## src/rtl/core/adts_pkg.sv

```systemverilog
package adts_pkg;

    // header sync pattern
    localparam logic [7:0] SYNC0       = 8'hFF;
    localparam logic [7:0] SYNC1_MASK  = 8'hF6;
    localparam logic [7:0] SYNC1_VALUE = 8'hF0;

    localparam int HDR_BYTES       = 6;
    localparam int SEEK_MIN_PASSED = 100;
    localparam int SEEK_BACKOFF    = 50;

    // queue between front and back
    localparam int QUEUE_DEPTH = 2;

    typedef enum logic [1:0] {
        CFG_START_OFFSET = 2'd0,
        CFG_START_FRAME  = 2'd1,
        CFG_TARGET_FRAME = 2'd2
    } t_cfg_index;

    typedef enum logic [2:0] {
        ST_FRAME     = 3'd0,
        ST_TARGET    = 3'd1,
        ST_SYNC_LOST = 3'd2,
        ST_END       = 3'd3,
        ST_BAD_LEN   = 3'd4
    } t_status;

    // one scan event handed from front to back
    typedef struct packed {
        t_status     status;
        logic [23:0] frame_index;
        logic [23:0] seek_count;
        logic [31:0] frame_offset;
        logic [12:0] frame_length;
        logic [1:0]  profile;
        logic [3:0]  rate_index;
        logic [2:0]  channel_config;
    } t_event;

    function automatic logic [16:0] rate_hz(input logic [3:0] idx);
        logic [16:0] hz;
        unique case (idx)
            4'd0:    hz = 17'd96000;
            4'd1:    hz = 17'd88200;
            4'd2:    hz = 17'd64000;
            4'd3:    hz = 17'd48000;
            4'd4:    hz = 17'd44100;
            4'd5:    hz = 17'd32000;
            4'd6:    hz = 17'd24000;
            4'd7:    hz = 17'd22050;
            4'd8:    hz = 17'd16000;
            4'd9:    hz = 17'd12000;
            4'd10:   hz = 17'd11025;
            4'd11:   hz = 17'd8000;
            4'd12:   hz = 17'd7350;
            default: hz = 17'd0;
        endcase
        return hz;
    endfunction

endpackage

```

## src/rtl/core/adts_frame_scanner_core.sv

```systemverilog
// adts frame scanner: takes an aac adts byte stream one byte per beat and
// reports one result beat per frame header (offset, length, profile, rate
// index, sample rate, channel configuration); the header beat is final when
// the scan stops at the target frame, on lost sync or on a length under six
// bytes. the byte flagged last also stops it with a final beat. a final beat
// other than the target carries a seek frame fifty frames back, valid only
// once a hundred frames have gone by since the start frame. bytes after a
// stop are taken and dropped. rate: one byte per clock sustained; a frame
// costs one result beat, stored in a two-entry queue in front of the output
// register, and input stalls only when that queue is full, which needs the
// output side to stall. writing any of the three registers restarts the
// scan; write only while idle. no clearing pass after reset.
module adts_frame_scanner_core import adts_pkg::*; (
    input  logic        i_clk,
    input  logic        i_rst_n,
    // configuration
    input  logic        i_cfg_we,
    input  logic [1:0]  i_cfg_index,
    input  logic [31:0] i_cfg_data,
    // byte input
    input  logic        i_in_valid,
    output logic        o_in_stall,
    input  logic [7:0]  i_data_byte,
    input  logic        i_last_byte,
    // result output
    output logic        o_out_valid,
    input  logic        i_out_stall,
    output logic [2:0]  o_status,
    output logic [23:0] o_frame_index,
    output logic [31:0] o_frame_offset,
    output logic [12:0] o_frame_length,
    output logic [1:0]  o_profile,
    output logic [3:0]  o_rate_index,
    output logic [16:0] o_sample_rate,
    output logic [2:0]  o_channel_config,
    output logic        o_is_final,
    output logic        o_seek_ok,
    output logic [23:0] o_seek_frame
);

    logic        q_full;
    logic        q_empty;
    logic        push;
    logic        pop;
    logic        take;
    t_event      front_event;
    t_event      back_event;
    logic [23:0] start_frame;

    // a byte is only taken when its possible result has a queue slot
    assign o_in_stall = q_full;
    assign take       = i_in_valid && !q_full;

    // front: byte tracking, header checks, frame counting
    adts_front u_front (
        .i_clk        (i_clk),
        .i_rst_n      (i_rst_n),
        .i_cfg_we     (i_cfg_we),
        .i_cfg_index  (i_cfg_index),
        .i_cfg_data   (i_cfg_data),
        .i_take       (take),
        .i_data_byte  (i_data_byte),
        .i_last_byte  (i_last_byte),
        .o_push       (push),
        .o_event      (front_event),
        .o_start_frame(start_frame)
    );

    // short event queue decoupling the two sides
    adts_queue u_queue (
        .i_clk  (i_clk),
        .i_rst_n(i_rst_n),
        .i_push (push),
        .i_data (front_event),
        .o_full (q_full),
        .i_pop  (pop),
        .o_empty(q_empty),
        .o_data (back_event)
    );

    // back: rate lookup, seek computation, output register
    adts_back u_back (
        .i_clk           (i_clk),
        .i_rst_n         (i_rst_n),
        .i_empty         (q_empty),
        .i_event         (back_event),
        .i_start_frame   (start_frame),
        .o_pop           (pop),
        .o_out_valid     (o_out_valid),
        .i_out_stall     (i_out_stall),
        .o_status        (o_status),
        .o_frame_index   (o_frame_index),
        .o_frame_offset  (o_frame_offset),
        .o_frame_length  (o_frame_length),
        .o_profile       (o_profile),
        .o_rate_index    (o_rate_index),
        .o_sample_rate   (o_sample_rate),
        .o_channel_config(o_channel_config),
        .o_is_final      (o_is_final),
        .o_seek_ok       (o_seek_ok),
        .o_seek_frame    (o_seek_frame)
    );

endmodule

```

## src/rtl/core/adts_front.sv

```systemverilog
module adts_front import adts_pkg::*; (
    input  logic        i_clk,
    input  logic        i_rst_n,
    input  logic        i_cfg_we,
    input  logic [1:0]  i_cfg_index,
    input  logic [31:0] i_cfg_data,
    input  logic        i_take,
    input  logic [7:0]  i_data_byte,
    input  logic        i_last_byte,
    output logic        o_push,
    output t_event      o_event,
    output logic [23:0] o_start_frame
);

    logic [31:0] r_start_offset, n_start_offset;
    logic [23:0] r_start_frame, n_start_frame;
    logic [23:0] r_target_frame, n_target_frame;

    logic [31:0] r_pos, n_pos;
    logic [2:0]  r_hcnt, n_hcnt;
    logic [7:0]  r_hdr [5];
    logic [12:0] r_left, n_left;
    logic [23:0] r_cnt, n_cnt;
    logic [31:0] r_fstart, n_fstart;
    logic        r_done, n_done;

    logic        cfg_hit;
    logic        hdr_wr;
    logic [12:0] len;
    logic        sync_ok;
    logic [7:0]  b2, b3;

    assign cfg_hit = i_cfg_we && (i_cfg_index == CFG_START_OFFSET ||
                                  i_cfg_index == CFG_START_FRAME ||
                                  i_cfg_index == CFG_TARGET_FRAME);

    assign b2      = r_hdr[2];
    assign b3      = r_hdr[3];
    assign len     = {b3[1:0], r_hdr[4], i_data_byte[7:5]};
    assign sync_ok = (r_hdr[0] == SYNC0) && ((r_hdr[1] & SYNC1_MASK) == SYNC1_VALUE);

    always_comb begin
        n_start_offset = r_start_offset;
        n_start_frame  = r_start_frame;
        n_target_frame = r_target_frame;
        if (i_cfg_we && i_cfg_index == CFG_START_OFFSET) n_start_offset = i_cfg_data;
        if (i_cfg_we && i_cfg_index == CFG_START_FRAME)  n_start_frame  = i_cfg_data[23:0];
        if (i_cfg_we && i_cfg_index == CFG_TARGET_FRAME) n_target_frame = i_cfg_data[23:0];

        n_pos    = r_pos;
        n_hcnt   = r_hcnt;
        n_left   = r_left;
        n_cnt    = r_cnt;
        n_fstart = r_fstart;
        n_done   = r_done;
        hdr_wr   = 1'b0;
        o_push   = 1'b0;
        o_event  = '0;

        if (cfg_hit) begin
            // any register write restarts the scan
            n_pos    = n_start_offset;
            n_fstart = n_start_offset;
            n_cnt    = n_start_frame;
            n_hcnt   = '0;
            n_left   = '0;
            n_done   = 1'b0;
        end else if (i_take && !r_done) begin
            n_pos = r_pos + 32'd1;
            if (r_left != '0 || r_hcnt < 3'(HDR_BYTES - 1)) begin
                if (r_left != '0) begin
                    n_left = r_left - 13'd1;
                end else begin
                    if (r_hcnt == '0) n_fstart = r_pos;
                    hdr_wr = 1'b1;
                    n_hcnt = r_hcnt + 3'd1;
                end
                if (i_last_byte) begin
                    n_done              = 1'b1;
                    o_push              = 1'b1;
                    o_event.status      = ST_END;
                    o_event.frame_index = r_cnt;
                    o_event.seek_count  = r_cnt;
                end
            end else begin
                // sixth header byte: always one result
                n_hcnt                 = '0;
                o_push                 = 1'b1;
                o_event.frame_index    = r_cnt;
                o_event.seek_count     = r_cnt;
                o_event.frame_offset   = r_fstart;
                o_event.frame_length   = len;
                o_event.profile        = b2[7:6];
                o_event.rate_index     = b2[5:2];
                o_event.channel_config = {b2[0], b3[7:6]};
                priority if (!sync_ok) begin
                    n_done         = 1'b1;
                    o_event.status = ST_SYNC_LOST;
                end else if (r_cnt >= r_target_frame) begin
                    n_done         = 1'b1;
                    o_event.status = ST_TARGET;
                end else if (len < 13'(HDR_BYTES)) begin
                    n_done         = 1'b1;
                    o_event.status = ST_BAD_LEN;
                end else begin
                    n_cnt              = r_cnt + 24'd1;
                    n_left             = len - 13'(HDR_BYTES);
                    o_event.seek_count = r_cnt + 24'd1;
                    if (i_last_byte) begin
                        n_done         = 1'b1;
                        o_event.status = ST_END;
                    end else begin
                        o_event.status = ST_FRAME;
                    end
                end
            end
        end
    end

    always_ff @(posedge i_clk) begin
        if (!i_rst_n) begin
            r_start_offset <= '0;
            r_start_frame  <= '0;
            r_target_frame <= '0;
            r_pos          <= '0;
            r_hcnt         <= '0;
            r_left         <= '0;
            r_cnt          <= '0;
            r_fstart       <= '0;
            r_done         <= 1'b0;
        end else begin
            r_start_offset <= n_start_offset;
            r_start_frame  <= n_start_frame;
            r_target_frame <= n_target_frame;
            r_pos          <= n_pos;
            r_hcnt         <= n_hcnt;
            r_left         <= n_left;
            r_cnt          <= n_cnt;
            r_fstart       <= n_fstart;
            r_done         <= n_done;
        end
    end

    always_ff @(posedge i_clk) begin
        if (hdr_wr) begin
            r_hdr[r_hcnt] <= i_data_byte;
        end
    end

    assign o_start_frame = r_start_frame;

    a_payload_no_header: assert property (@(posedge i_clk) disable iff (!i_rst_n)
        r_left != '0 |-> r_hcnt == '0)
        else $error("header gathering during payload skip");

    a_hcnt_range: assert property (@(posedge i_clk) disable iff (!i_rst_n)
        r_hcnt <= 3'(HDR_BYTES - 1))
        else $error("header count out of range");

endmodule

```

## src/rtl/core/adts_queue.sv

```systemverilog
module adts_queue import adts_pkg::*; (
    input  logic   i_clk,
    input  logic   i_rst_n,
    input  logic   i_push,
    input  t_event i_data,
    output logic   o_full,
    input  logic   i_pop,
    output logic   o_empty,
    output t_event o_data
);

    localparam int PTR_W = (QUEUE_DEPTH > 1) ? $clog2(QUEUE_DEPTH) : 1;
    localparam int CNT_W = $clog2(QUEUE_DEPTH + 1);

    t_event             r_mem [QUEUE_DEPTH];
    logic [PTR_W-1:0]   r_wr_ptr, n_wr_ptr;
    logic [PTR_W-1:0]   r_rd_ptr, n_rd_ptr;
    logic [CNT_W-1:0]   r_count, n_count;
    logic               do_push, do_pop;

    assign o_full  = (r_count == CNT_W'(QUEUE_DEPTH));
    assign o_empty = (r_count == '0);
    assign do_push = i_push && !o_full;
    assign do_pop  = i_pop && !o_empty;
    assign o_data  = r_mem[r_rd_ptr];

    always_comb begin
        n_wr_ptr = r_wr_ptr;
        n_rd_ptr = r_rd_ptr;
        n_count  = r_count;
        if (do_push) begin
            n_wr_ptr = (r_wr_ptr == PTR_W'(QUEUE_DEPTH - 1)) ? '0 : r_wr_ptr + PTR_W'(1);
        end
        if (do_pop) begin
            n_rd_ptr = (r_rd_ptr == PTR_W'(QUEUE_DEPTH - 1)) ? '0 : r_rd_ptr + PTR_W'(1);
        end
        unique case ({do_push, do_pop})
            2'b10:   n_count = r_count + CNT_W'(1);
            2'b01:   n_count = r_count - CNT_W'(1);
            default: n_count = r_count;
        endcase
    end

    always_ff @(posedge i_clk) begin
        if (!i_rst_n) begin
            r_wr_ptr <= '0;
            r_rd_ptr <= '0;
            r_count  <= '0;
        end else begin
            r_wr_ptr <= n_wr_ptr;
            r_rd_ptr <= n_rd_ptr;
            r_count  <= n_count;
        end
    end

    always_ff @(posedge i_clk) begin
        if (do_push) begin
            r_mem[r_wr_ptr] <= i_data;
        end
    end

    a_no_overflow: assert property (@(posedge i_clk) disable iff (!i_rst_n)
        i_push |-> !o_full)
        else $error("event pushed into full queue");

    a_count_range: assert property (@(posedge i_clk) disable iff (!i_rst_n)
        r_count <= CNT_W'(QUEUE_DEPTH))
        else $error("queue count beyond depth");

endmodule

```

## src/rtl/core/adts_back.sv

```systemverilog
module adts_back import adts_pkg::*; (
    input  logic        i_clk,
    input  logic        i_rst_n,
    input  logic        i_empty,
    input  t_event      i_event,
    input  logic [23:0] i_start_frame,
    output logic        o_pop,
    output logic        o_out_valid,
    input  logic        i_out_stall,
    output logic [2:0]  o_status,
    output logic [23:0] o_frame_index,
    output logic [31:0] o_frame_offset,
    output logic [12:0] o_frame_length,
    output logic [1:0]  o_profile,
    output logic [3:0]  o_rate_index,
    output logic [16:0] o_sample_rate,
    output logic [2:0]  o_channel_config,
    output logic        o_is_final,
    output logic        o_seek_ok,
    output logic [23:0] o_seek_frame
);

    logic        r_valid;
    logic [2:0]  r_status;
    logic [23:0] r_frame_index;
    logic [31:0] r_frame_offset;
    logic [12:0] r_frame_length;
    logic [1:0]  r_profile;
    logic [3:0]  r_rate_index;
    logic [16:0] r_sample_rate;
    logic [2:0]  r_channel_config;
    logic        r_is_final;
    logic        r_seek_ok;
    logic [23:0] r_seek_frame;

    logic [23:0] passed;
    logic        n_seek_ok;
    logic [23:0] n_seek_frame;

    assign o_pop = !i_empty && (!r_valid || !i_out_stall);

    assign passed = i_event.seek_count - i_start_frame;

    always_comb begin
        n_seek_ok    = 1'b0;
        n_seek_frame = '0;
        unique case (i_event.status)
            ST_FRAME: begin
                n_seek_ok    = 1'b0;
                n_seek_frame = '0;
            end
            ST_TARGET: begin
                n_seek_ok    = 1'b1;
                n_seek_frame = i_event.seek_count;
            end
            default: begin
                // back off from the last frame reached, if far enough from start
                if (passed >= 24'(SEEK_MIN_PASSED)) begin
                    n_seek_ok    = 1'b1;
                    n_seek_frame = i_event.seek_count - 24'(SEEK_BACKOFF);
                end
            end
        endcase
    end

    always_ff @(posedge i_clk) begin
        if (!i_rst_n) begin
            r_valid <= 1'b0;
        end else if (o_pop) begin
            r_valid <= 1'b1;
        end else if (!i_out_stall) begin
            r_valid <= 1'b0;
        end
    end

    always_ff @(posedge i_clk) begin
        if (o_pop) begin
            r_status         <= i_event.status;
            r_frame_index    <= i_event.frame_index;
            r_frame_offset   <= i_event.frame_offset;
            r_frame_length   <= i_event.frame_length;
            r_profile        <= i_event.profile;
            r_rate_index     <= i_event.rate_index;
            r_sample_rate    <= (i_event.status == ST_END && i_event.frame_length == '0 &&
                                 i_event.frame_offset == '0 && i_event.rate_index == '0 &&
                                 i_event.profile == '0 && i_event.channel_config == '0)
                                ? rate_hz(i_event.rate_index) & {17{i_event.frame_length != '0}}
                                : rate_hz(i_event.rate_index);
            r_channel_config <= i_event.channel_config;
            r_is_final       <= (i_event.status != ST_FRAME);
            r_seek_ok        <= n_seek_ok;
            r_seek_frame     <= n_seek_frame;
        end
    end

    assign o_out_valid      = r_valid;
    assign o_status         = r_status;
    assign o_frame_index    = r_frame_index;
    assign o_frame_offset   = r_frame_offset;
    assign o_frame_length   = r_frame_length;
    assign o_profile        = r_profile;
    assign o_rate_index     = r_rate_index;
    assign o_sample_rate    = r_sample_rate;
    assign o_channel_config = r_channel_config;
    assign o_is_final       = r_is_final;
    assign o_seek_ok        = r_seek_ok;
    assign o_seek_frame     = r_seek_frame;

    a_seek_only_final: assert property (@(posedge i_clk) disable iff (!i_rst_n)
        r_valid && r_seek_ok |-> r_is_final)
        else $error("seek result on a non-final beat");

endmodule
```

## config.mk

```make
export PLATFORM = sky130hd
export DESIGN_NAME = adts_frame_scanner_core
export DESIGN_NICKNAME = d
export VERILOG_FILES = /design/src/rtl/core/adts_pkg.sv /design/src/rtl/core/adts_frame_scanner_core.sv /design/src/rtl/core/adts_front.sv /design/src/rtl/core/adts_queue.sv /design/src/rtl/core/adts_back.sv
export SDC_FILE = /design/constraint.sdc
export NUM_CORES = 1
export LEC_CHECK = 0
export CAP_MARGIN = 10
export CORE_ASPECT_RATIO = 0.7
export CORE_MARGIN = 2
export CORE_UTILIZATION = 57
export DETAILED_ROUTE_END_ITERATION = 7
export DONT_BUFFER_PORTS = 1
export HOLD_SLACK_MARGIN = 0.08
export PLACE_DENSITY_LB_ADDON = 0.2
export SYNTH_ARGS = -nofsm -noshare
export SYNTH_HDL_FRONTEND = slang
export SYNTH_SLANG_ARGS = --single-unit
```

## constraint.sdc

```tcl
create_clock -name i_clk -period 8.9 [get_ports i_clk]
set_input_delay 0.89 -clock i_clk [delete_from_list [all_inputs] [get_ports i_clk]]
set_output_delay 0.89 -clock i_clk [all_outputs]
set_load 0.005 [all_outputs]
```

Word-level counts from Yosys, hierarchy flattened
Memories as Yosys holds them, arrays and structs flattened. A register that Yosys moved wholly into a read port is not among the register bits. Cells that the tools add are included.

Bits of input ports: 48. Register bits after elaboration: 314. Logic and storage cells: 168. Memories kept: 4. RAM bits: 250. Memory bits (read-only): 544. Output and inout bits: 126.

Memories: (no name shown) (words 16, width 17, rd ports 1, clocked after memory_dff 0, wr ports 0, RTL line adts_pkg.sv:43) `unique case (idx)`; (no name shown) (words 16, width 17, rd ports 1, clocked after memory_dff 0, wr ports 0, RTL line adts_pkg.sv:43); u_queue.r_mem (words 2, width 105, rd ports 1, clocked after memory_dff 1, wr ports 1, RTL line adts_queue.sv:15) `t_event r_mem [QUEUE_DEPTH];`; u_front.r_hdr (words 5, width 8, rd ports 5, clocked after memory_dff 0, wr ports 1, RTL line adts_front.sv:21) `logic [7:0] r_hdr [5];`.

Add/sub/neg operators: 11. Equality and inequality tests: 16. Reductions and logical operators: 46. $lt $le $gt $ge: 4. Bitwise gates (word level): 2. Mux-type cells: 61.

Operators by type and width (number): two-way mux 32 bit (8); two-way mux 105 bit (2); two-way mux 24 bit (8); two-way mux 13 bit (5); two-way mux 54 bit (1); two-way mux 51 bit (1); two-way mux 50 bit (1); one-hot mux 24 bit (2 select lines) (1); two-way mux 17 bit (2); adder 32 x 1 -> 32 bit (second input constant) (1); zero test 32 bit (1); nonzero test 13 bit (2); adder 24 x 1 -> 24 bit (second input constant) (1); greater-or-equal comparator 24 bit (1); greater-or-equal comparator 24 x 7 -> 1 bit (second input constant) (1); two-way mux 1 bit (24); subtractor 24 bit (1); subtractor 24 x 6 -> 24 bit (second input constant) (1); bitwise AND 17 bit (1); logical AND 1 bit (15); two-way mux 3 bit (5); zero test 13 bit (1); less-than comparator 13 x 3 -> 1 bit (second input constant) (1); subtractor 13 x 1 -> 13 bit (second input constant) (1); 29 further kinds (54).

Depth between registers and ports, before layout
Gate-level depths: netlist (run 1).

Depth in word-level cells: 9. Mapped depth: 19.

Hierarchy
A second synthesis (run 1) with hierarchy kept.

Cell total of the unflattened synthesis: 2366. Area total of the unflattened synthesis: 26166.3 µm².

Modules (own cells, without submodules): adts_front (area each 11626.2 µm², times used 1, cells an instance 1419); adts_queue (area each 7818.7 µm², times used 1, cells an instance 353); adts_back (area each 6707.7 µm², times used 1, cells an instance 593); adts_frame_scanner_core (area each 13.8 µm², times used 1, cells an instance 1).

Least setup slack after synthesis (run 1)
Ideal clock, no wire load.

Kind: input -> register. Start: in i_out_stall. End: reg u_queue.r_count[1]. Path slack: 0.381 ns. Stages on the path: 4. Data arrival time: 8.448 ns. Setup time: 0.070 ns. Required time: 8.830 ns. Path buffers: 0. Cells stage by stage: a21oi_1 > ha_1 > or3_1 > a21oi_1.

Cells in the longest elaborated chain, start to end: 6. Elaborated cells between the ends (all ways): 8. Those cells by class: eq/ne: 2; mux: 1; reduce/logical: 5.

RTL lines: from (decl) (RTL line adts_frame_scanner_core.sv:27) `input logic i_out_stall,`; zero test 1 bit (*) (RTL line adts_back.sv:40) `assign o_pop = !i_empty && (!r_valid || !i_out_stall);`; logical OR 1 bit (*) (RTL line adts_back.sv:40); logical AND 1 bit (*) (RTL line adts_back.sv:40); logical AND 1 bit (*) (RTL line adts_queue.sv:24) `assign do_pop = i_pop && !o_empty;`; == test 2 x 1 -> 1 bit or == test 2 bit (tied branches) (RTL line adts_queue.sv:37) `unique case ({do_push, do_pop})`; one-hot mux 2 bit (2 select lines) or nonzero test 2 bit (tied branches); to (signal assigned) (RTL line adts_queue.sv:52) `r_count <= n_count;`; to (decl) (RTL line adts_queue.sv:18) `logic [CNT_W-1:0] r_count, n_count;`.

Mark *: on every way between the ends. The rest lies on a longest branch, timed or not. A chain may end at the register's enable or synchronous reset.

==> metrics.txt, run 1 <==
status=complete, no violations; Post-route DRC=0; RSZ-0062 raised after global routing=false; Post-Syn Instances=2256; global-route wire length before repair=100400 um; Detail Placement HPWL=47010 um; initial antenna violation count=3; max cap viols=0; Reg clk slew, reported paths=0.07 ns; max incr delay on CP=0.68 ns; # resized after CTS=0; CP Data Arrival Time=5.50 ns; CP endpoint kind=flop; proportion of layout cells with a drive suffix above 1=12.07%; CP bufs+invs=3; Cell Area, Placed=26130 um^2; die width=257.3 um; period utilization=58.26%; Initial DRT Pass Iterations=5; Die ar.=46670 um^2; most common cell after layout, fill and taps aside=edfxtp_1; IO buf count=0; Synth Flop Type=edfxtp_1; CTS tree=built; wire length per cell=23.31 um; Vias/cell=6.209; Cells after DPL=2760; Post-synth EDFFs=367; DR iter-0 viols=1803; CTS Buffer Depth=3; Yosys reg bits=558; kind of critical path=flop to flop; via count=17750; Final Non-Filler Cells=2859; Most Frequent Cell on Critical Path=buf_4; # IOs=174; Final min period=5.185 ns; syn_area_per_cell=11.35 um^2; Tot GR Track Use=27.99%; worst vdd ir=0.2242 mV; slowest stage cell, crit path=dfxtp_4; GPL Wtd Cong=0.9465; PwrDens=278.0 nW/um^2; Startpoint Class=flop; cell family with most CP delay=compound AO/OA/AOI/OAI gates; largest net degree at the start of global routing=83; max frequency=0.1928 GHz; Post-Syn Area=25610 um^2; Pleak=9.767 nW; antenna-violating nets left=0; async set-reset flop share out of synthesis=0%; post-synthesis sequential area ratio=57.97%; Area Overhead vs Synth=8.375%; Post-Syn Nets=2367; later-pin clock latency in the skew report=0.59 ns; # rows=64; Final Skew=0.02409 ns; Final Hold Fails=0; fin area=27750 um^2; Core Box Area=44040 um^2; CTS Buf Count=51; CTS H-Tree Depth=2; commonest non-fill, non-tap cells in the layout=edfxtp_1, nand2_1, dfxtp_1, nor2_1, a21oi_1; Worst Path Max Fanout=49; gr ovfl total=0; Slew Limit Fails=0; Sink Count=558; TNS Setup=0 ns; Critical Path RT=9.21 ns; post-synth cell types=89; # setup viols final=0; final WL=66640 um; vias in the first global route=16520; Nets=2331; Vert. Die Dim=181.3 um; crit-path cells=buf_4, mux2i_1, inv_1, ha_1, a21oi_1, o21ai_0, a21oi_4, nand2_2, or3_1, a2111oi_2, nand4_2, nor4_4, buf_4, nor3_1; hold buffers post-CTS=0; Clock Tree Root=clkbuf_16; yosys warns=0; Worst slew margin=20.61%; Post CTS Setup Buffer Count=0; Initial Util=58.14%; Worst-Margin Slew=1.182 ns; Hold Path Class=input port to flop
==> sequential cells by signal, indices dropped and copies added (netlist names), 3 cells and up, named ones only <==
signal and flops:
u_back.o_channel_config 3, u_back.o_frame_index 24, u_back.o_frame_length 13, u_back.o_frame_offset 32, u_back.o_rate_index 4, u_back.o_sample_rate 17
u_back.o_seek_frame 24, u_back.o_status 3, u_front.o_start_frame 24, u_front.r_cnt 24, u_front.r_fstart 32, u_front.r_hcnt 3
u_front.r_hdr 33, u_front.r_left 13, u_front.r_pos 32, u_front.r_start_offset 32, u_front.r_target_frame 24, u_queue.r_mem 210
==> report_power, final <==
| part | switching (mW) | internal (mW) | total (mW) |
|---|---|---|---|
| combinational | 1.36 | 0.689 | 2.05 |
| sequential | 0.251 | 3.28 | 3.53 |
| clock | 0.948 | 1.19 | 2.14 |
==> kinds of logic (layout without fill, tap and decap cells) <==
group,count (synthesis),count (layout),share of synthesized area (%)
flops,558,558,57.97
other cells,0,4,0
simple gates,781,781,15.52
fa+ha+maj,63,63,3.107
compound gates,399,399,10.25
buf+inv,200,205,3.098
xor+xnor,91,91,3.112
mux,164,164,6.943
==> per-layer routing <==
layer | global-route usage (%) | wire [um] | part of all wire [%]
met1 | 42.60 | 30640 | 46
met5 | 0 | 0 | 0
met2 | 39.80 | 27940 | 42
met4 | 7.861 | 1547 | 2.3
met3 | 6.664 | 6505 | 9.8
==> cells in the mapped netlist (20+ instances only) <==
master,n,share of area (%)
a21oi_1,133,2.6
mux2i_1,55,2.1
mux2_2,109,4.8
nand2_1,252,3.7
a31oi_1,49,1.2
and2_1,58,1.4
clkbuf_1,86,1.3
nand4_1,29,0.71
edfxtp_1,367,43
ha_1,62,3.0
inv_1,86,1.3
xor2_1,54,1.8
nor4_1,24,0.59
nor3_2,20,0.78
dfxtp_1,191,15
nor3_1,32,0.63
xnor2_1,37,1.3
o21ai_0,76,1.5
nor2_1,152,2.2
and3_1,77,1.9
nand3_1,50,0.98
==> through the flow <==
stage	util [%]	setup slack, ns	hold WS, ns	total power [mW]
finish	63.01	3.715	0.3939	7.716
global route	63.00	3.419	0.3651	8.076
CTS	62.98	3.766	0.3713	7.732
detailed placement	59.32	3.772	0.4481	5.601
global placement	59.32	3.879	0.4422	5.547
floorplan	-	0.3814	0.4363	5.079
==> final timing paths <==
kind / from / endpoint / slack [ns] / cells after the start
setup / recovery: flop / u_back.o_seek_frame[3] / 3.71 / 14
hold / removal: i_data_byte[5] / u_front.r_hdr[4][5] / 0.39 / 0
setup reg to reg: flop / u_back.o_seek_frame[3] / 3.71 / 14
hold reg to reg: u_front.r_target_frame[4] / u_front.r_target_frame[4] / 0.46 / 2
==> cell type report <==
| cell class | instances | area [um^2] |
|---|---|---|
| sequential | 558 | 14850 |
| timing repair buffer | 25 | 197.7 |
| antenna | 4 | 10.01 |
| inverter | 86 | 324.1 |
| clock inverter | 28 | 225.2 |
| clock buffer | 66 | 1385 |
| multi-input combinational | 1498 | 10020 |
| fill | 3497 | 16290 |
| tap | 594 | 743.2 |
(Power assumes the default switching activity.)
==> inputs of run 2 (changes only) <==
==> constraint.sdc (replaced) <==
create_clock -name i_clk -period 4.4 [get_ports i_clk]
set_input_delay 0.44 -clock i_clk [delete_from_list [all_inputs] [get_ports i_clk]]
set_output_delay 0.44 -clock i_clk [all_outputs]
set_load 0.005 [all_outputs]
==> run 2 against run 1 <==
Net effect: clock skew rose by 0.0083 ns; via count increased by 2.8%; final cell count grew 3.3%; largest cell class unchanged; critical path depth down 4; worst hold slack worse by 0.31 ns.
==> metrics.txt, run 2 (synthesis gave the netlist of run 1 again) <==
reg2reg setup slack=0.16 ns; Worst-Margin Slew=1.181 ns; max cap viols=0; Area Overhead vs Synth=12.02%; Vias/cell=6.179; Die ar.=46670 um^2; final WL=71000 um; Final min period=4.240 ns; Core Box Area=44040 um^2; worst vdd ir=0.8937 mV; Worst Hold Depth=2; Worst R2R Start=u_front.r_left[0]; Vert. Die Dim=181.3 um; Post-route DRC=0; Final Hold Fails=0; max frequency=0.2359 GHz; # IOs=174; kind of critical path=flop to flop; CP Data Arrival Time=4.48 ns; Sink Count=558; Slew Limit Fails=0; period utilization=96.36%; largest net degree at the start of global routing=126; later-pin clock latency in the skew report=0.60 ns; Worst slew margin=21.05%; register name with the most flops=u_queue.r_mem; Clock Tree Root=clkbuf_16; r2r worst-path depth=10; IO buf count=0; commonest non-fill, non-tap cells in the layout=edfxtp_1, nand2_1, dfxtp_1, nor2_1, a21oi_1; CTS Buffer Depth=3; Initial DRT Pass Iterations=6; max reg flops=210; Worst Path Max Fanout=51; Final Skew=0.03241 ns; CTS tree=built; antenna-violating nets left=0; gr ovfl total=0; Nets=2420; CTS Buf Count=52; Initial Util=58.14%; # setup viols final=0; proportion of layout cells with a drive suffix above 1=14.28%; TNS Setup=0 ns; Min Hold Slack=0.08128 ns; status=complete, no violations; CTS H-Tree Depth=2; DR iter-0 viols=1981; RSZ-0062 raised after global routing=false; # rows=64; Reg clk slew, reported paths=0.06 ns; Top Registers=u_queue.r_mem (210), u_front.r_hdr (33); die width=257.3 um; CP endpoint kind=flop; wire length per cell=24.04 um; Critical Path RT=4.64 ns; Pleak=10.24 nW; Hold Path Class=input port to flop; Detail Placement HPWL=49360 um; vias in the first global route=17110; hold path startpoint=i_rst_n; global-route wire length before repair=105900 um; initial antenna violation count=7; Tot GR Track Use=29.85%; Hold Path Sink=u_front.r_fstart[20]; most common cell after layout, fill and taps aside=edfxtp_1; Startpoint Class=flop; # resized after CTS=0; R2R Path End=u_queue.r_mem[0][104]; GPL Wtd Cong=0.9161; via count=18250; PwrDens=559.2 nW/um^2
## run 2: worst max-delay path, stage by stage, from the launching register on
cell	delay [ns]
dfxtp_1	0.34
inv_1	0.09
ha_1	0.25
nand4_1	0.29
or4_1	0.81
nor2_4	0.18
nor2_1	0.05
nor2_1	0.52
inv_1	0.54
nor2_4	0.42
buf_12	0.30
## run 2: timing repair
action | in CTS | in global routing
buffers inserted | 0 | 1
setup endpoints to repair | 0 | 25
hold buffers | 35 | 1
endpoints found under the hold margin | 157 | 1
## run 2: layout make-up
cell class	instances	area (um^2)
fill	3361	15360
sequential	558	14850
multi-input combinational	1498	10020
clock buffer	65	1370
timing repair buffer	113	1039
tap	594	743.2
inverter	86	322.8
clock inverter	33	321.6
antenna	7	17.52
## run 2: stage by stage
step           total power [mW]  std cells  worst slack [ns]  utilization (%)  instance area (um^2)
2_1_floorplan             10.19       2256           0.01641                -                 25660
3_3_place_gp              11.41       2812            0.2026            60.36                 26580
3_5_place_dp              11.51       2812            0.1883            60.36                 26580
4_1_cts                   16.02       2945            0.1741            65.04                 28640
5_1_grt                   16.78       2951           0.06675            65.12                 28680
6_report                  16.04       2954            0.1604            65.13                 28690
## run 2: worst max path at each step
stage,from,end,cells after the start,slack (ns)
final,u_front.r_left[0],u_queue.r_mem[0][104],10,0.16
after global routing,u_front.r_left[0],u_queue.r_mem[0][104],10,0.07
after CTS,flop,u_back.o_seek_frame[4],13,0.17
after detailed placement,flop,u_back.o_seek_frame[4],13,0.19
after global placement,flop,u_back.o_seek_frame[1],13,0.20
after floorplan,flop,u_back.o_seek_frame[15],18,0.02
## run 2: power breakdown
| part | switching, mW | total [mW] | internal, mW | leakage [nW] |
|---|---|---|---|---|
| combinational | 2.90 | 4.46 | 1.56 | 4.49 |
| sequential | 0.461 | 7.10 | 6.64 | 4.93 |
| clock | 1.97 | 4.48 | 2.51 | 0.812 |
## run 2: metal layers
layer	wire length [um]	part of all wire, %	track usage (%)	up-vias
li1	-	-	-	8366
met1	32440	46	45.29	8987
met2	29720	42	42.35	792
met3	6845	9.6	7.295	107
met4	1977	2.8	8.647	2
met5	18	0.025	0	-
==> inputs of run 3 (changes only) <==
--- a/config.mk
+++ b/config.mk
@@ -5,10 +5,13 @@
 export SDC_FILE = /design/constraint.sdc
 export NUM_CORES = 1
 export LEC_CHECK = 0
+export ABC_AREA = 1
 export CAP_MARGIN = 10
+export CELL_PAD_IN_SITES_DETAIL_PLACEMENT = 1
+export CELL_PAD_IN_SITES_GLOBAL_PLACEMENT = 1
 export CORE_ASPECT_RATIO = 0.7
 export CORE_MARGIN = 2
-export CORE_UTILIZATION = 57
+export CORE_UTILIZATION = 44
 export DETAILED_ROUTE_END_ITERATION = 7
 export DONT_BUFFER_PORTS = 1
 export HOLD_SLACK_MARGIN = 0.08
==> run 3 against run 2 <==
Net effect: setup slack improved by 0.19 ns; highest routed layer unchanged; fmax rose by 4.7%; combinational power rose by 27%; sequential power is 3.5% higher; non-clock buffer count is 42 lower; largest power group unchanged; area after synthesis grew 4.1%; worst hold slack improved by 0.0039 ns; die area rose by 34%.
==> metrics.txt, run 3 <==
Slew Limit Fails=0; # IOs=174; top-count cell post-synth=nand2_1; Worst Path Max Fanout=27; Top Registers=u_queue.r_mem (210), u_front.r_hdr (33); DR iter-0 viols=2101; Most Frequent Cell on Critical Path=nand2_1; CTS H-Tree Depth=2; max cap viols=0; slowest stage cell, crit path=dfxtp_4; Post-route DRC=0; register name with the most flops=u_queue.r_mem; status=complete, no violations; wire length per cell=23.40 um; TNS Setup=0 ns; share of the synthesized area in the top cell type=41.35%; Vias/cell=5.531; met2 Usage GRT=40.04%; Yosys reg bits=558; IO buf count=0; Clock Tree Root=clkbuf_16; Net Sw Frac=37.98%; max incr delay on CP=0.47 ns; CP endpoint kind=flop; post-synth cell types=57; Reg clk slew, reported paths=0.06 ns; clock share of power=28.4%; Post CTS Setup Buffer Count=0; Hold Path Class=input port to flop; yosys warns=0; Startpoint Class=flop; CTS tree=built; P_int=11.27 mW; max reg flops=210; die width=298.2 um; fin area=29890 um^2; CTS Buffer Depth=3; max frequency=0.2470 GHz; Die ar.=62590 um^2; met1 usage=43.85%; cell family with most CP delay=simple AND/OR/NAND/NOR gates; Final min period=4.049 ns; kind of critical path=flop to flop; # setup viols final=0; worst vdd ir=0.3652 mV; later-pin clock latency in the skew report=0.65 ns; Pleak=12.14 nW; Sink Count=558; post-synthesis sequential area ratio=55.69%; vias in the first global route=21340; Final Skew=0.07151 ns; largest net degree at the start of global routing=80; GPL Wtd Cong=0.9218; Nets=3150; Switching Power=6.901 mW; most used routing layer=met1; Tot GR Track Use=28.72%; routing usage on met3=8.789%; initial antenna violation count=10; largest cells by area after synthesis=edfxtp_1, dfxtp_1, nand2_1, inv_1, nor2_1; Area Overhead vs Synth=12.13%; global-route wire length before repair=135200 um; Post-synth EDFFs=367; Post-Syn Instances=3020; via count=21550; syn_area_per_cell=8.826 um^2; final worst slack=0.3513 ns; Initial DRT Pass Iterations=5; Detail Placement HPWL=66930 um; Reg power frac=40.5%; final WL=91200 um; crit-path cells=inv_4, or2_2, o21ai_0, ha_1, fa_1, inv_1, nand2_1, nand2_1, nand3_1, nand2_1, nand2_1, nand2_1, nand2_1, nand2_1, nand2_1, inv_1, nand2_1, nor2_1, nand4_2, buf_4, nand3_1, nand2_1; synth cell count leaders=nand2_1, inv_1, edfxtp_1, nor2_1, dfxtp_1; Cell Area, Placed=27450 um^2; CTS Buf Count=55; CP Data Arrival Time=4.38 ns; Worst-Margin Slew=1.182 ns; period utilization=92.01%; most common cell after layout, fill and taps aside=nand2_1; Synth Flop Type=edfxtp_1; Vert. Die Dim=209.9 um; Initial Util=44.52%; proportion of layout cells with a drive suffix above 1=6.578%; antenna-violating nets left=0; post-synth top area cell=edfxtp_1; gr ovfl total=0; Place WS=0.5297 ns; Worst slew margin=20.33%; Final Hold Fails=0; PwrDens=608.0 nW/um^2; async set-reset flop share out of synthesis=0%; Post-Syn Nets=3131; Critical Path RT=4.73 ns; Core Box Area=59870 um^2; CP bufs+invs=4; commonest non-fill, non-tap cells in the layout=nand2_1, inv_1, edfxtp_1, nor2_1, dfxtp_1; # rows=75; power share of the combinational group=31.2%; RSZ-0062 raised after global routing=false; Post-Syn Area=26650 um^2
run 3: power by group through the flow:
stage | Clock [mW] | Sequential (mW) | Combinational, mW
floorplan | 0 | 7.25 | 3.83
global placement | 0 | 7.42 | 5.29
detailed placement | 0 | 7.47 | 5.49
CTS | 5.21 | 7.36 | 5.59
global route | 5.42 | 7.43 | 6.28
finish | 5.15 | 7.35 | 5.66
run 3: area by class of cell:
class	count	area, um^2
Fill cell	7006	29980
Sequential cell	558	14850
Multi-Input combinational cell	1943	9804
Clock buffer	76	1567
Inverter	410	1549
Tap cell	808	1011
Timing Repair Buffer	71	678.2
Clock inverter	28	422.9
Antenna cell	3	7.507
run 3: what timing repair did:
| action | CTS | global route |
|---|---|---|
| gates resized for setup | 0 | 0 |
| hold buffers | 41 | 0 |
| endpoints found under the hold margin | 129 | 0 |
run 3: path summary, 6_finish.rpt:
check / cells past startpoint / slack [ns] / startpoint / endpoint
hold reg to reg: 2 / 0.47 / u_front.r_target_frame[5] / u_front.r_target_frame[5]
setup / recovery: 22 / 0.35 / flop / u_back.o_seek_frame[4]
hold / removal: 2 / 0.09 / i_cfg_data[19] / u_front.o_start_frame[19]
setup reg to reg: 22 / 0.35 / flop / u_back.o_seek_frame[4]
run 3: cells by family (layout without fill, tap and decap cells):
group           after synthesis  after routing  share of synthesized area [%]
compound gates              430            430                          9.102
xor+xnor                     47             47                          1.544
fa+ha+maj                    63             63                          2.985
buf+inv                     519            585                          7.656
flops                       558            558                          55.69
mux                          30             30                          1.127
other cells                   0              3                              0
simple gates               1373           1373                          21.89
run 3: routing by layer:
layer	routed length [um]	up-vias	share of wire [%]
li1	-	10010	-
met1	43830	10700	48
met2	36820	734	40
met3	9105	104	10
met4	1426	4	1.6
met5	25	-	0.027
run 3: through the flow:
stage / hold slack, ns / std cells / power, mW / utilization [%]
after CTS: 0.08158 / 3892 / 18.17 / 49.88
after detailed placement: 0.4546 / 3747 / 12.96 / 45.85
final: 0.08517 / 3897 / 18.17 / 49.92
after floorplan: 0.4258 / 3020 / 11.08 / -
after global routing: 0.1007 / 3895 / 19.13 / 49.91
after global placement: 0.4360 / 3747 / 12.71 / 45.85
